File: src/hdl/mzhfd_pkg.sv
`timescale 1ns / 1ps

package mzhfd_pkg;

  // Fixed field widths of the block.
  localparam int TEMP_W      = 8;   // one temperature sample
  localparam int SMOOTH_W    = 11;  // smoothed value, AVG_LEN times the average
  localparam int CMP_W       = 12;  // compare width: smoothed value plus scaled tolerance
  localparam int CNT_LIM_W   = 5;   // count_limit register
  localparam int CFG_IDX_W   = 2;
  localparam int CFG_DATA_W  = 8;
  localparam int NUM_INPUTS  = 5;   // zones that have a sample port
  localparam int MASK_W      = 5;   // zones reported in trip_mask

  // Configuration register indexes.
  localparam logic [CFG_IDX_W-1:0] CFG_FIXED_THRESHOLD = 2'd0;
  localparam logic [CFG_IDX_W-1:0] CFG_COUNT_LIMIT     = 2'd1;
  localparam logic [CFG_IDX_W-1:0] CFG_RISE_TOLERANCE  = 2'd2;

  // Configuration reset values.
  localparam logic [TEMP_W-1:0]    FIXED_THRESHOLD_RST = 8'd57;
  localparam logic [CNT_LIM_W-1:0] COUNT_LIMIT_RST     = 5'd26;
  localparam logic [TEMP_W-1:0]    RISE_TOLERANCE_RST  = 8'd8;

  typedef enum logic [2:0] {
    ST_IDLE,
    ST_SUM,
    ST_SWRITE,
    ST_SCAN,
    ST_SLAST,
    ST_DONE
  } state_t;

  // Per-cycle strobes from the sequencer to every lane.
  typedef struct packed {
    logic raw_we;      // write the new sample into the raw ring
    logic raw_re;      // read the raw ring at rd_addr
    logic raw_ok;      // the raw entry being read has been written since reset
    logic acc_clr;     // clear the smoothing accumulator
    logic smooth_we;   // write the finished sum into the smoothed ring
    logic scan_re;     // read the smoothed ring at rd_addr
    logic scan_ok;     // the smoothed entry being read has been written since reset
    logic scan_first;  // first read of the scan, the reference slot
    logic fixed_on;    // fixed-temperature test runs on this transaction
    logic rise_on;     // rate-of-rise test runs on this transaction
  } lane_ctl_t;

  // Thresholds already scaled to the smoothed format.
  typedef struct packed {
    logic [CMP_W-1:0]     hot_limit;
    logic [CMP_W-1:0]     rise_step;
    logic [CNT_LIM_W-1:0] count_limit;
  } lane_cfg_t;

endpackage

File: src/hdl/mzhfd_lane.sv
`timescale 1ns / 1ps

// One zone: raw and smoothed rings, the smoothing accumulator and the scan logic.
module mzhfd_lane #(
  parameter int WINDOW = 30
) (
  input  logic                             clk,
  input  logic                             rst,
  input  logic [mzhfd_pkg::TEMP_W-1:0]     sample,
  input  mzhfd_pkg::lane_ctl_t             ctl,
  input  mzhfd_pkg::lane_cfg_t             cfg,
  input  logic [$clog2(WINDOW)-1:0]        slot,
  input  logic [$clog2(WINDOW)-1:0]        rd_addr,
  output logic                             trip
);

  localparam int CNT_W = $clog2(WINDOW + 1);
  localparam int HC_W  = (CNT_W > mzhfd_pkg::CNT_LIM_W) ? CNT_W : mzhfd_pkg::CNT_LIM_W;

  logic [mzhfd_pkg::TEMP_W-1:0]   raw_mem    [WINDOW];
  logic [mzhfd_pkg::SMOOTH_W-1:0] smooth_mem [WINDOW];

  logic [mzhfd_pkg::TEMP_W-1:0]   raw_q;
  logic [mzhfd_pkg::SMOOTH_W-1:0] sm_q;
  logic                           acc_go_q;
  logic                           raw_ok_q;
  logic                           eval_q;
  logic                           sm_ok_q;
  logic                           first_q;

  logic [mzhfd_pkg::SMOOTH_W-1:0] acc;
  logic [mzhfd_pkg::SMOOTH_W-1:0] acc_next;
  logic [mzhfd_pkg::CMP_W-1:0]    ref_val;
  logic [mzhfd_pkg::CMP_W-1:0]    ref_sel;
  logic [mzhfd_pkg::CMP_W-1:0]    need;
  logic [mzhfd_pkg::CMP_W-1:0]    smooth_val;
  logic [HC_W-1:0]                hot_cnt;
  logic                           rise_hit;
  logic                           hot;
  logic                           rise;

  always_ff @(posedge clk) begin
    if (ctl.raw_we) begin
      raw_mem[slot] <= sample;
    end
    if (ctl.raw_re) begin
      raw_q <= raw_mem[rd_addr];
    end
    if (ctl.smooth_we) begin
      smooth_mem[slot] <= acc_next;
    end
    if (ctl.scan_re) begin
      sm_q <= smooth_mem[rd_addr];
    end
  end

  always_ff @(posedge clk) begin
    if (rst) begin
      acc_go_q <= 1'b0;
      raw_ok_q <= 1'b0;
      eval_q   <= 1'b0;
      sm_ok_q  <= 1'b0;
      first_q  <= 1'b0;
    end else begin
      acc_go_q <= ctl.raw_re;
      raw_ok_q <= ctl.raw_ok;
      eval_q   <= ctl.scan_re;
      sm_ok_q  <= ctl.scan_ok;
      first_q  <= ctl.scan_first;
    end
  end

  // Entries never written since reset read as zero.
  always_comb begin
    acc_next = acc;
    if (acc_go_q && raw_ok_q) begin
      acc_next = acc + mzhfd_pkg::SMOOTH_W'(raw_q);
    end
  end

  assign smooth_val = sm_ok_q ? mzhfd_pkg::CMP_W'(sm_q) : '0;
  assign ref_sel    = first_q ? smooth_val : ref_val;
  assign need       = ref_sel + cfg.rise_step;
  assign hot        = (smooth_val > cfg.hot_limit);
  assign rise       = (smooth_val >= need);

  always_ff @(posedge clk) begin
    if (ctl.acc_clr) begin
      acc <= '0;
    end else begin
      acc <= acc_next;
    end
    if (eval_q) begin
      if (first_q) begin
        ref_val  <= smooth_val;
        hot_cnt  <= HC_W'(hot);
        rise_hit <= rise;
      end else begin
        hot_cnt  <= hot_cnt + HC_W'(hot);
        rise_hit <= rise_hit | rise;
      end
    end
  end

  assign trip = (ctl.fixed_on && (hot_cnt > HC_W'(cfg.count_limit))) ||
                (ctl.rise_on && rise_hit);

endmodule

File: src/hdl/mzhfd_ctrl.sv
`timescale 1ns / 1ps

// Sequencer shared by all lanes: ring position, warm-up, entry valid bits and the
// per-transaction pass through sum, smoothed write and window scan.
module mzhfd_ctrl #(
  parameter int WINDOW  = 30,
  parameter int AVG_LEN = 5
) (
  input  logic                        clk,
  input  logic                        rst,
  input  logic                        in_valid,
  output logic                        in_stall,
  input  logic                        load_ok,
  output logic                        done,
  output mzhfd_pkg::lane_ctl_t        ctl,
  output logic [$clog2(WINDOW)-1:0]   slot,
  output logic [$clog2(WINDOW)-1:0]   rd_addr
);

  localparam int SLOT_W = $clog2(WINDOW);
  localparam int WARM_W = (AVG_LEN > 1) ? $clog2(AVG_LEN) : 1;

  mzhfd_pkg::state_t state;
  mzhfd_pkg::state_t state_next;

  logic [SLOT_W-1:0] ring_slot;
  logic [SLOT_W-1:0] sum_addr;
  logic [SLOT_W-1:0] scan_addr;
  logic [SLOT_W-1:0] step;
  logic [WARM_W-1:0] warmup_count;
  logic [WINDOW-1:0] raw_valid;
  logic [WINDOW-1:0] smooth_valid;
  logic              fixed_on;
  logic              rise_on;
  logic              accept;
  logic              smoothing;
  logic              sum_last;
  logic              scan_last;

  assign accept    = in_valid && !in_stall;
  assign smoothing = (warmup_count >= WARM_W'(AVG_LEN - 1));
  assign sum_last  = (step == SLOT_W'(AVG_LEN - 1));
  assign scan_last = (step == SLOT_W'(WINDOW - 1));
  // The scan reads the reference slot first, then slots zero upward.
  assign scan_addr = (step == '0) ? SLOT_W'(WINDOW - 1) : step - SLOT_W'(1);
  assign slot      = ring_slot;

  always_comb begin
    state_next = state;
    unique case (state)
      mzhfd_pkg::ST_IDLE: begin
        if (accept) begin
          if (smoothing) begin
            state_next = mzhfd_pkg::ST_SUM;
          end else if (ring_slot == '0) begin
            state_next = mzhfd_pkg::ST_SCAN;
          end else begin
            state_next = mzhfd_pkg::ST_DONE;
          end
        end
      end
      mzhfd_pkg::ST_SUM: begin
        if (sum_last) begin
          state_next = mzhfd_pkg::ST_SWRITE;
        end
      end
      mzhfd_pkg::ST_SWRITE: begin
        state_next = mzhfd_pkg::ST_SCAN;
      end
      mzhfd_pkg::ST_SCAN: begin
        if (scan_last) begin
          state_next = mzhfd_pkg::ST_SLAST;
        end
      end
      mzhfd_pkg::ST_SLAST: begin
        state_next = mzhfd_pkg::ST_DONE;
      end
      mzhfd_pkg::ST_DONE: begin
        if (load_ok) begin
          state_next = mzhfd_pkg::ST_IDLE;
        end
      end
      default: begin
        state_next = mzhfd_pkg::ST_IDLE;
      end
    endcase
  end

  always_comb begin
    in_stall       = 1'b1;
    done           = 1'b0;
    rd_addr        = sum_addr;
    ctl            = '0;
    ctl.fixed_on   = fixed_on;
    ctl.rise_on    = rise_on;
    unique case (state)
      mzhfd_pkg::ST_IDLE: begin
        in_stall    = 1'b0;
        ctl.raw_we  = accept;
        ctl.acc_clr = accept;
      end
      mzhfd_pkg::ST_SUM: begin
        ctl.raw_re = 1'b1;
        ctl.raw_ok = raw_valid[sum_addr];
      end
      mzhfd_pkg::ST_SWRITE: begin
        ctl.smooth_we = 1'b1;
      end
      mzhfd_pkg::ST_SCAN: begin
        rd_addr        = scan_addr;
        ctl.scan_re    = 1'b1;
        ctl.scan_ok    = smooth_valid[scan_addr];
        ctl.scan_first = (step == '0);
      end
      mzhfd_pkg::ST_SLAST: begin
      end
      mzhfd_pkg::ST_DONE: begin
        done = load_ok;
      end
      default: begin
      end
    endcase
  end

  always_ff @(posedge clk) begin
    if (rst) begin
      state        <= mzhfd_pkg::ST_IDLE;
      ring_slot    <= '0;
      sum_addr     <= '0;
      step         <= '0;
      warmup_count <= '0;
      raw_valid    <= '0;
      smooth_valid <= '0;
      fixed_on     <= 1'b0;
      rise_on      <= 1'b0;
    end else begin
      state <= state_next;
      unique case (state)
        mzhfd_pkg::ST_IDLE: begin
          if (accept) begin
            raw_valid[ring_slot] <= 1'b1;
            sum_addr             <= ring_slot;
            step                 <= '0;
            fixed_on             <= smoothing;
            rise_on              <= (ring_slot == '0);
            if (!smoothing) begin
              warmup_count <= warmup_count + WARM_W'(1);
            end
          end
        end
        mzhfd_pkg::ST_SUM: begin
          sum_addr <= (sum_addr == '0) ? SLOT_W'(WINDOW - 1) : sum_addr - SLOT_W'(1);
          step     <= sum_last ? '0 : step + SLOT_W'(1);
        end
        mzhfd_pkg::ST_SWRITE: begin
          smooth_valid[ring_slot] <= 1'b1;
          step                    <= '0;
        end
        mzhfd_pkg::ST_SCAN: begin
          step <= step + SLOT_W'(1);
        end
        mzhfd_pkg::ST_SLAST: begin
          step <= '0;
        end
        mzhfd_pkg::ST_DONE: begin
          if (load_ok) begin
            ring_slot <= (ring_slot == SLOT_W'(WINDOW - 1)) ? '0 : ring_slot + SLOT_W'(1);
          end
        end
        default: begin
        end
      endcase
    end
  end

endmodule

File: src/hdl/mzhfd_merge.sv
`timescale 1ns / 1ps

// Combines the lane trips into the mask, latches the alarm and holds the result.
module mzhfd_merge #(
  parameter int ZONES = 5
) (
  input  logic                          clk,
  input  logic                          rst,
  input  logic                          done,
  input  logic [ZONES-1:0]              trips,
  input  logic                          out_stall,
  output logic                          load_ok,
  output logic                          out_valid,
  output logic                          alarm,
  output logic [mzhfd_pkg::MASK_W-1:0]  trip_mask
);

  logic                         alarm_latched;
  logic                         any_trip;
  logic [mzhfd_pkg::MASK_W-1:0] mask_now;

  assign any_trip = |trips;
  assign load_ok  = !out_valid || !out_stall;

  for (genvar i = 0; i < mzhfd_pkg::MASK_W; i++) begin : g_mask
    if (i < ZONES) begin : g_zone
      assign mask_now[i] = trips[i];
    end else begin : g_none
      assign mask_now[i] = 1'b0;
    end
  end

  always_ff @(posedge clk) begin
    if (rst) begin
      out_valid     <= 1'b0;
      alarm_latched <= 1'b0;
    end else begin
      if (done) begin
        out_valid     <= 1'b1;
        alarm_latched <= alarm_latched | any_trip;
      end else if (!out_stall) begin
        out_valid <= 1'b0;
      end
    end
  end

  always_ff @(posedge clk) begin
    if (done) begin
      alarm     <= alarm_latched | any_trip;
      trip_mask <= mask_now;
    end
  end

endmodule

File: src/hdl/multi_zone_heat_fire_detector_core.sv
`timescale 1ns / 1ps
// Sequence: once smoothing has started, a transaction passes through the sum, smoothed-write
//   and scan states before its result is offered; during warm-up it goes straight to the
//   result, or through the scan when the ring is at slot zero. The next input can be taken in
//   the same cycle that the result is offered. Inputs are taken only while idle; each pass is
//   serial, set by the single read port of each lane's raw and smoothed rings.
// Reset (rst, synchronous, active high) clears all sample history, the ring position, warm-up
//   and the alarm, and restores the configuration registers to their defaults.

// Multi-zone heat fire detector.
//
// Every input transaction carries one sample per zone. Each zone has its own lane that keeps
// a WINDOW-deep raw ring and a WINDOW-deep smoothed ring. The lanes run in lockstep under one
// sequencer:
//   1. On accept, each lane writes its sample into the raw ring at the current slot.
//   2. Once warm-up is over, the lanes read the last AVG_LEN raw entries one per cycle, walking
//      backward around the ring, add them up and write the sum into the smoothed ring.
//   3. The lanes then scan the whole smoothed ring, one entry per cycle. The first entry read
//      is the last slot of the window, which is the reference for the rate-of-rise test. Each
//      entry is counted as hot against the scaled fixed threshold and compared against the
//      reference plus the scaled rise tolerance.
//   4. A merge stage collects the per-zone trips into the mask, latches the alarm and holds
//      the result in an output register until the downstream side takes it.
// Ring entries not yet written since reset read as zero through per-entry valid bits kept by
// the sequencer, so no clearing pass is needed after reset.
// Configuration writes are always accepted; they are expected only while the block is idle.
module multi_zone_heat_fire_detector_core #(
  parameter int ZONES   = 5,
  parameter int WINDOW  = 30,
  parameter int AVG_LEN = 5
) (
  input  logic                              clk,
  input  logic                              rst,

  input  logic                              in_valid,
  output logic                              in_stall,
  input  logic [mzhfd_pkg::TEMP_W-1:0]      temp_zone0,
  input  logic [mzhfd_pkg::TEMP_W-1:0]      temp_zone1,
  input  logic [mzhfd_pkg::TEMP_W-1:0]      temp_zone2,
  input  logic [mzhfd_pkg::TEMP_W-1:0]      temp_zone3,
  input  logic [mzhfd_pkg::TEMP_W-1:0]      temp_zone4,

  output logic                              out_valid,
  input  logic                              out_stall,
  output logic                              alarm,
  output logic [mzhfd_pkg::MASK_W-1:0]      trip_mask,

  input  logic                              cfg_valid,
  output logic                              cfg_ready,
  input  logic [mzhfd_pkg::CFG_IDX_W-1:0]   cfg_index,
  input  logic [mzhfd_pkg::CFG_DATA_W-1:0]  cfg_data
);

  localparam int SLOT_W = $clog2(WINDOW);

  // Configuration registers.
  logic [mzhfd_pkg::TEMP_W-1:0]    fixed_threshold;
  logic [mzhfd_pkg::CNT_LIM_W-1:0] count_limit;
  logic [mzhfd_pkg::TEMP_W-1:0]    rise_tolerance;

  mzhfd_pkg::lane_ctl_t ctl;
  mzhfd_pkg::lane_cfg_t lane_cfg;

  logic [SLOT_W-1:0]            slot;
  logic [SLOT_W-1:0]            rd_addr;
  logic [ZONES-1:0]             trips;
  logic                         done;
  logic                         load_ok;
  logic [mzhfd_pkg::TEMP_W-1:0] samples [mzhfd_pkg::NUM_INPUTS];

  assign cfg_ready = 1'b1;

  always_ff @(posedge clk) begin
    if (rst) begin
      fixed_threshold <= mzhfd_pkg::FIXED_THRESHOLD_RST;
      count_limit     <= mzhfd_pkg::COUNT_LIMIT_RST;
      rise_tolerance  <= mzhfd_pkg::RISE_TOLERANCE_RST;
    end else if (cfg_valid && cfg_ready) begin
      unique case (cfg_index)
        mzhfd_pkg::CFG_FIXED_THRESHOLD: begin
          fixed_threshold <= cfg_data;
        end
        mzhfd_pkg::CFG_COUNT_LIMIT: begin
          count_limit <= cfg_data[mzhfd_pkg::CNT_LIM_W-1:0];
        end
        mzhfd_pkg::CFG_RISE_TOLERANCE: begin
          rise_tolerance <= cfg_data;
        end
        default: begin
          // Writes to an unused index are dropped.
        end
      endcase
    end
  end

  // Thresholds are compared in the smoothed format, which is AVG_LEN times the average.
  assign lane_cfg.hot_limit   = mzhfd_pkg::CMP_W'(fixed_threshold) *
                                mzhfd_pkg::CMP_W'(AVG_LEN);
  assign lane_cfg.rise_step   = mzhfd_pkg::CMP_W'(rise_tolerance) *
                                mzhfd_pkg::CMP_W'(AVG_LEN);
  assign lane_cfg.count_limit = count_limit;

  assign samples[0] = temp_zone0;
  assign samples[1] = temp_zone1;
  assign samples[2] = temp_zone2;
  assign samples[3] = temp_zone3;
  assign samples[4] = temp_zone4;

  mzhfd_ctrl #(
    .WINDOW  (WINDOW),
    .AVG_LEN (AVG_LEN)
  ) u_ctrl (
    .clk      (clk),
    .rst      (rst),
    .in_valid (in_valid),
    .in_stall (in_stall),
    .load_ok  (load_ok),
    .done     (done),
    .ctl      (ctl),
    .slot     (slot),
    .rd_addr  (rd_addr)
  );

  // One lane per zone. Zones without a sample port see a constant zero.
  for (genvar z = 0; z < ZONES; z++) begin : g_lane
    logic [mzhfd_pkg::TEMP_W-1:0] lane_sample;
    if (z < mzhfd_pkg::NUM_INPUTS) begin : g_port
      assign lane_sample = samples[z];
    end else begin : g_zero
      assign lane_sample = '0;
    end

    mzhfd_lane #(
      .WINDOW (WINDOW)
    ) u_lane (
      .clk     (clk),
      .rst     (rst),
      .sample  (lane_sample),
      .ctl     (ctl),
      .cfg     (lane_cfg),
      .slot    (slot),
      .rd_addr (rd_addr),
      .trip    (trips[z])
    );
  end

  mzhfd_merge #(
    .ZONES (ZONES)
  ) u_merge (
    .clk       (clk),
    .rst       (rst),
    .done      (done),
    .trips     (trips),
    .out_stall (out_stall),
    .load_ok   (load_ok),
    .out_valid (out_valid),
    .alarm     (alarm),
    .trip_mask (trip_mask)
  );

endmodule
File: config.mk
export PLATFORM = sky130hd
export DESIGN_NAME = multi_zone_heat_fire_detector_core
export DESIGN_NICKNAME = d
export VERILOG_FILES = /design/src/hdl/mzhfd_pkg.sv /design/src/hdl/mzhfd_lane.sv /design/src/hdl/mzhfd_ctrl.sv /design/src/hdl/mzhfd_merge.sv /design/src/hdl/multi_zone_heat_fire_detector_core.sv
export SDC_FILE = /design/constraint.sdc
export NUM_CORES = 2
export LEC_CHECK = 0
export BUFFER_PORTS_ARGS = -buffer_cell sky130_fd_sc_hd__buf_2
export CORE_MARGIN = 3
export CORE_UTILIZATION = 55
export DETAILED_ROUTE_END_ITERATION = 6
export PLACE_DENSITY_LB_ADDON = 0.15
export SLEW_MARGIN = 20
export SYNTH_ARGS = -nofsm -noshare
export SYNTH_HDL_FRONTEND = slang
export SYNTH_HIERARCHICAL = 1
export SYNTH_SLANG_ARGS = --single-unit
export TNS_END_PERCENT = 10
File: constraint.sdc
create_clock -name clk -period 4.7 [get_ports clk]
set_input_delay 0.705 -clock clk [delete_from_list [all_inputs] [get_ports clk]]
set_output_delay 0.705 -clock clk [all_outputs]
set_load 0.005 [all_outputs]
# [Yosys cells after proc, flatten, opt, wreduce, memory -nomap -nowiden]
# Memory sizes are Yosys's and may differ from the RTL's. A register that Yosys moved wholly into a read port is not among the register bits.
# Index checks and enable logic that the tools add are counted.
[classes] n_addsub=20 multipliers=2 order_cmp=20 n_eq_ne=15 mux=59 n_bitwise=11 reduce_logical=41
[ops] operator="two-way mux 11 bit" count=10
[ops] operator="adder 12 x 11 -> 12 bit" count=5
[ops] operator="greater-or-equal comparator 12 bit" count=5
[ops] operator="greater-than comparator 12 x 11 -> 1 bit" count=5
[ops] operator="two-way mux 12 bit" count=5
[ops] operator="OR 30 bit" count=2
[ops] operator="adder 11 x 8 -> 11 bit" count=5
[ops] operator="two-way mux 5 bit" count=7
[ops] operator="adder 5 x 1 -> 5 bit" count=5
[ops] operator="greater-than comparator 5 bit" count=5
[ops] operator="two-way mux 1 bit" count=23
[ops] operator="multiplier 8 x 3 -> 11 bit, second input constant" count=2
[ops] operator="two-way mux 3 bit" count=7
[ops] operator="one-hot mux 5 bit (4 select lines)" count=1
[ops] operator="less-than comparator 5 x 6 -> 1 bit, second input constant" count=3
[ops] operator="one-hot mux 3 bit (6 select lines)" count=1
[ops] operator="zero test 5 bit" count=3
[ops] operator="AND reduction 2 bit" count=7
[ops] operator="logical AND 1 bit" count=13
[ops] operator="adder 5 x 1 -> 5 bit, second input constant" count=2
[ops] operator="binary-select mux 1 bit (select 5 bit)" count=2
[ops] operator="== test 5 bit, second input constant" count=2
[ops] operator="inequality test 2 x 1 -> 1 bit, second input constant" count=5
[ops] operator="one-hot mux 5 bit (2 select lines)" count=1
[ops] operator="24 further kinds" count=42
[totals] reg_bits=262 mem_bits_rw=2850 inputBits=55 mem_count=10
[mem_list] memory="g_lane[0].u_lane.smooth_mem" words=30 width=11 read_ports=1 rd_ports_with_merged_regs=1 write_ports=1 line_no="mzhfd_lane.sv:21" source="logic [mzhfd_pkg::SMOOTH_W-1:0] smooth_mem [WINDOW];"
[mem_list] memory="g_lane[1].u_lane.smooth_mem" words=30 width=11 read_ports=1 rd_ports_with_merged_regs=1 write_ports=1 line_no="mzhfd_lane.sv:21"
[mem_list] memory="g_lane[2].u_lane.smooth_mem" words=30 width=11 read_ports=1 rd_ports_with_merged_regs=1 write_ports=1 line_no="mzhfd_lane.sv:21"
[mem_list] memory="g_lane[3].u_lane.smooth_mem" words=30 width=11 read_ports=1 rd_ports_with_merged_regs=1 write_ports=1 line_no="mzhfd_lane.sv:21"
[mem_list] memory="g_lane[4].u_lane.smooth_mem" words=30 width=11 read_ports=1 rd_ports_with_merged_regs=1 write_ports=1 line_no="mzhfd_lane.sv:21"
[mem_list] memory="g_lane[0].u_lane.raw_mem" words=30 width=8 read_ports=1 rd_ports_with_merged_regs=1 write_ports=1 line_no="mzhfd_lane.sv:20" source="logic [mzhfd_pkg::TEMP_W-1:0] raw_mem [WINDOW];"
[mem_list] memory="4 more memories"

# [Depth between registers and ports, before layout]
[depth] word_depth=6 mapped_depth=20

# [By module]
# The synthesis kept the hierarchy.
[modules_own_cells] module="mzhfd_lane at g_lane[4].u_lane" instances=1 cells_each=1356 area_each_um2=25642.1 seq_area_each_um2=18547.8
[modules_own_cells] module="mzhfd_lane at g_lane[3].u_lane" instances=1 cells_each=1263 area_each_um2=25527.0 seq_area_each_um2=18547.8
[modules_own_cells] module="mzhfd_lane at g_lane[2].u_lane" instances=1 cells_each=1262 area_each_um2=25524.5 seq_area_each_um2=18547.8
[modules_own_cells] module="mzhfd_lane at g_lane[1].u_lane" instances=1 cells_each=1255 area_each_um2=25503.2 seq_area_each_um2=18547.8
[modules_own_cells] module="mzhfd_lane at g_lane[0].u_lane" instances=1 cells_each=1248 area_each_um2=25473.2 seq_area_each_um2=18547.8
[modules_own_cells] module="mzhfd_ctrl" instances=1 cells_each=480 area_each_um2=4058.9 seq_area_each_um2=1661.6
[modules_own_cells] module="multi_zone_heat_fire_detector_core" instances=1 cells_each=160 area_each_um2=1475.2 seq_area_each_um2=420.4
[modules_own_cells] module="mzhfd_merge" instances=1 cells_each=16 area_each_um2=264.0 seq_area_each_um2=220.2

# [Worst setup path after synthesis]
# OpenSTA, ideal clock, no wires.
[synth_timing] path_type="reg-to-reg" start="reg u_ctrl.state[2]" end="reg g_lane[0].u_lane/raw_q[6] in the netlist's numbering, read port of g_lane[0].u_lane.raw_mem (data pin)" arrival_time_ns=4.170 path_slack_ns=0.270 stages_incl_launch_ff=11 path_buffers=3 period_less_slack_ns=4.430 cell_sequence="dfxtp_1 -> clkbuf_1 -> nand3b_1 -> inv_1 -> o21ai_0 -> o21ai_0 -> buf_2 -> clkbuf_1 -> mux4_2 -> mux4_2 -> mux2_2"
[synth_between] elab_chain_len=2 elab_cells_between_ends=4 cone_classes="eq/ne (2); mux (2)"
[synth_lines] element="start: declaration" line_no="mzhfd_ctrl.sv:23" source="mzhfd_pkg::state_t state;"
[synth_lines] element="start signal: assignment" line_no="mzhfd_ctrl.sv:127" source="state <= mzhfd_pkg::ST_IDLE;"
[synth_lines] element="start signal: assignment" line_no="mzhfd_ctrl.sv:137" source="state <= state_next;"
[synth_lines] element="== test 3 x 2 -> 1 bit" line_no="mzhfd_ctrl.sv:96" source="unique case (state)"
[synth_lines] element="two-way mux 5 bit" line_no="mzhfd_ctrl.sv:96"
[synth_lines] element="via rd_addr[0]" line_no="multi_zone_heat_fire_detector_core.sv:65" source="logic [SLOT_W-1:0] rd_addr;"
[synth_lines] element="end: declaration" line_no="mzhfd_lane.sv:23" source="logic [mzhfd_pkg::TEMP_W-1:0] raw_q;"
# The timed path passes the listed nets, and every way through them passes these cells.
# A chain may end at the register's enable or synchronous reset.

==> impl_metrics.csv <==
group,metric,value,unit
outcome,outcome,"complete, no violations",
synthesis,ys_top_cells_by_area,"edfxtp_1, mux4_2, dfxtp_1, ha_1, nor2_1",
clocking,path_clk_slew,0.07,ns
synthesis,ys_async_sr_fraction,0,
critical_path,arrival,5.08,ns
pwr,power.internal,58400,uW
timing,hold_viol_final,0,
pwr,pwr-share-comb,0.277,
synthesis,synth_top_area_cell,"edfxtp_1",
final_layout,layout_common_cells,"edfxtp_1, mux4_2, nor2_1, clkbuf_16, ha_1",
route,ant_nets,0,
grt,grt_pass1_vias,67863,
route,drt_wl_total,291000,um
place,dp_slack,0.314,ns
grt,antenna_found_initial,6,
clocking,cts_tree,"built",
critical_path,crit_required,5.37,ns
floorplanning,coreArea,241000,um^2
pwr,ir_worst_vdd,0.617,mV
grt,grt_use_total,0.235,
pwr,power.density,542,nW/um^2
clocking,clock_sinks,3227,
clocking,cts_root_buffer,"clkbuf_16",
final_layout,stdcell_count,10855,
route,avgRoutedWirePerCell,26.8,um
critical_path,cp_num_buf_inv,2,
place,place.gp.congestion,0.866,
grt,grt_pass1_wl,439000,um
synthesis,synth.top_cell.area_share,0.684,
route,avgViaCountPerCell,6.16,
critical_path,crit_type,"flip-flop to flip-flop",
timing,fin_tns_setup,0,ns
critical_path,path_cells,"ha_1 > ha_1 > inv_1 > fa_1 > inv_1 > ha_1 > o21ai_0 > nand2_1 > a31oi_1 > o21bai_1 > a21oi_1 > xor2_1 > ha_1 > a211o_1 > a211oi_1 > o21ai_0 > a21oi_1 > o22ai_1",
timing,rsz0062_at_grt,"false",
synthesis,synth_ff_type,"edfxtp_1",
clocking,cts_buffer_depth,4,
floorplanning,die_h,499,um
min_path,worstHoldPathCells,2,
synthesis,syn_inst,7040,
floorplanning,ioPinCount,64,
clocking,clk_latency,0.96,ns
pwr,switching_power,22800,uW
min_path,worst_hold_path.endpoint,"fixed_threshold[5]",
pwr,p_seq_frac,0.409,
floorplanning,start_util,0.554,
clocking,cts_buffers,342,
floorplanning,die_area,249000,um^2
timing,hold_ws,0.0789,ns
synthesis,syn_area,133000,um^2
critical_path,path_max_fanout,4,
critical_path,worst_path_dominant_cell_family,"compound AO/OA/AOI/OAI gates",
timing,finClkSkew,0.0580,ns
critical_path,reg2reg_to,"g_lane[0].u_lane/rise_hit",
final_layout,final_area,150000,um^2
grt,grt_overflow_total,0,
pwr,clockPowerShare,0.314,
timing,max_slew_margin,0.220,
route,drtIter0Drc,6382,
critical_path,cpMostUsedCell,"ha_1",
critical_path,slowest_stage,"fa_1",
clocking,cts.repair.resized,0,
critical_path,rrSetupSlack,0.29,ns
clocking,postCtsHoldBufs,4,
critical_path,crit_path_end_kind,"flip-flop",
timing,slew_viol_final,0,
clocking,post_cts_buffers,0,
floorplanning,placementRows,180,
final_layout,area_growth,12.2,%
synthesis,ys_ff_latch,3227,
place,dpl-instance-area,139000,um^2
timing,setup_slack,0.287,ns
pwr,leakagePower,0.0462,uW
critical_path,critPathLaunch,"rise_tolerance[3]",
final_layout,nets,7754,
route,vias,66893,
place,port_buffers,62,
timing,period_minus_slack,4.41,ns
timing,worst_pin_slew,1.17,ns
synthesis,synth_seq_area_share,0.712,
critical_path,timing.rr.start,"rise_tolerance[3]",
timing,max_freq,227,MHz
final_layout,drive_gt1_frac,0.245,
synthesis,avgSynthCellArea,19.0,um^2
pwr,sw_frac_of_total,0.281,
critical_path,cpPeakStageDelay,0.41,ns
place,dp.cells,10247,
timing,setup_viol,0,
synthesis,yosysWarnings,6,
synthesis,ys_types,89,
timing,post-route-period-util,0.939,
final_layout,layout_commonest_cell,"edfxtp_1",
min_path,hold_start,"cfg_data[5]",
critical_path,critPathLaunchType,"flip-flop",
grt,grt_max_degree,133,
min_path,hp-class,"input port to flip-flop",
critical_path,rr_worst_depth,18,
job,max-cap-violations,0,
floorplanning,die_w,499,um
route,drt-pass1-iter-count,7,
route,drcViolationCount,0,
clocking,cts.htree.levels,5,
place,dpl.hpwl,180000,um
synthesis,synth-edff-count,3041,
stage by stage:
step / util / total power [uW]
floorplan: - / 49800
global placement: 0.576 / 56300
detailed placement: 0.577 / 56500
CTS: 0.620 / 82000
global route: 0.621 / 84500
finish: 0.621 / 81100
cell families (layout without fill, tap and decap cells):
family / after synthesis / in the layout / share of synthesized area
DFF: 3227 / 3227 / 0.712
and+or+nand+nor: 1189 / 1189 / 0.0432
muxes: 1140 / 1140 / 0.165
AOI/OAI and AO/OA: 600 / 600 / 0.0285
buffers and inverters: 499 / 1105 / 0.0173
adders and majority gates: 287 / 287 / 0.0276
xor gates and xnor gates: 96 / 96 / 0.00630
other: 2 / 26 / 0.0000563
routing by layer:
metal,track usage,vias to the layer above,part of all wire
met5,0,-,0
met4,0.0583,0,0.021
met3,0.0370,416,0.065
met2,0.369,2185,0.48
met1,0.350,35130,0.43
li1,-,29162,-
synthesized netlist by cell type, types with 8 or more instances:
library cell,instances
nor2_1,508
nor2b_1,94
a31oi_1,26
o21bai_1,12
inv_1,178
buf_2,61
and3_1,15
buf_6,37
o21ai_0,103
dfxtp_1,186
nand4_1,26
edfxtp_1,3041
clkbuf_1,178
o21ai_1,54
nand2_1,187
or3b_2,9
nand3_1,70
a22o_1,21
xnor2_1,36
mux4_2,827
and2_1,83
nor3_1,50
xor2_1,60
a221oi_1,27
a2111oi_0,8
ha_1,275
mux2_2,162
buf_4,16
nor4_1,8
buf_1,27
nor3b_1,19
nand3b_1,29
a21o_1,30
mux2i_1,106
nand2b_1,39
a211oi_1,23
mux2_1,45
a211o_1,12
o21a_1,29
a21oi_1,180
or3_1,14
o211ai_1,9
fa_1,12
power by group through the flow:
stage | combinational (uW) | sequential, uW | clock (uW)
floorplan | 16300 | 33500 | 0
global placement | 22500 | 33700 | 0
detailed placement | 22800 | 33700 | 0
CTS | 22800 | 33100 | 26000
global route | 24000 | 33200 | 27200
finish | 22500 | 33100 | 25500
worst max path at each step:
stage                                end  cells after the start
2_1_floorplan  g_lane[0].u_lane/raw_q[6]                     10
3_3_place_gp   g_lane[0].u_lane/rise_hit                     18
3_5_place_dp   g_lane[0].u_lane/rise_hit                     18
4_1_cts        g_lane[0].u_lane/rise_hit                     18
5_1_grt        g_lane[0].u_lane/rise_hit                     18
6_report       g_lane[0].u_lane/rise_hit                     18
registers in the layout (all words and copies together), names as in the netlist, 8 cells and up:
register and count:
fixed_threshold 8, rise_tolerance 8, g_lane.u_lane/acc 55, u_ctrl/raw_valid 30
g_lane.u_lane/raw_q 40, g_lane.u_lane/ref_val 60, g_lane.u_lane/hot_cnt 25, g_lane.u_lane/raw_mem 1200
g_lane.u_lane/sm_q 55, u_ctrl/smooth_valid 30, g_lane.u_lane/smooth_mem 1650
layout make-up:
class	count	area [um^2]
fillers	16839	91300
clock buffers	452	9330
flip-flops and latches	3227	95000
repair buffers	331	2870
multi-input cells	3332	36600
inverters	178	671
diodes	6	15.0
clock inverters	144	1230
well taps	3185	3990
Note: power is estimated with default switching activity, not from simulation.
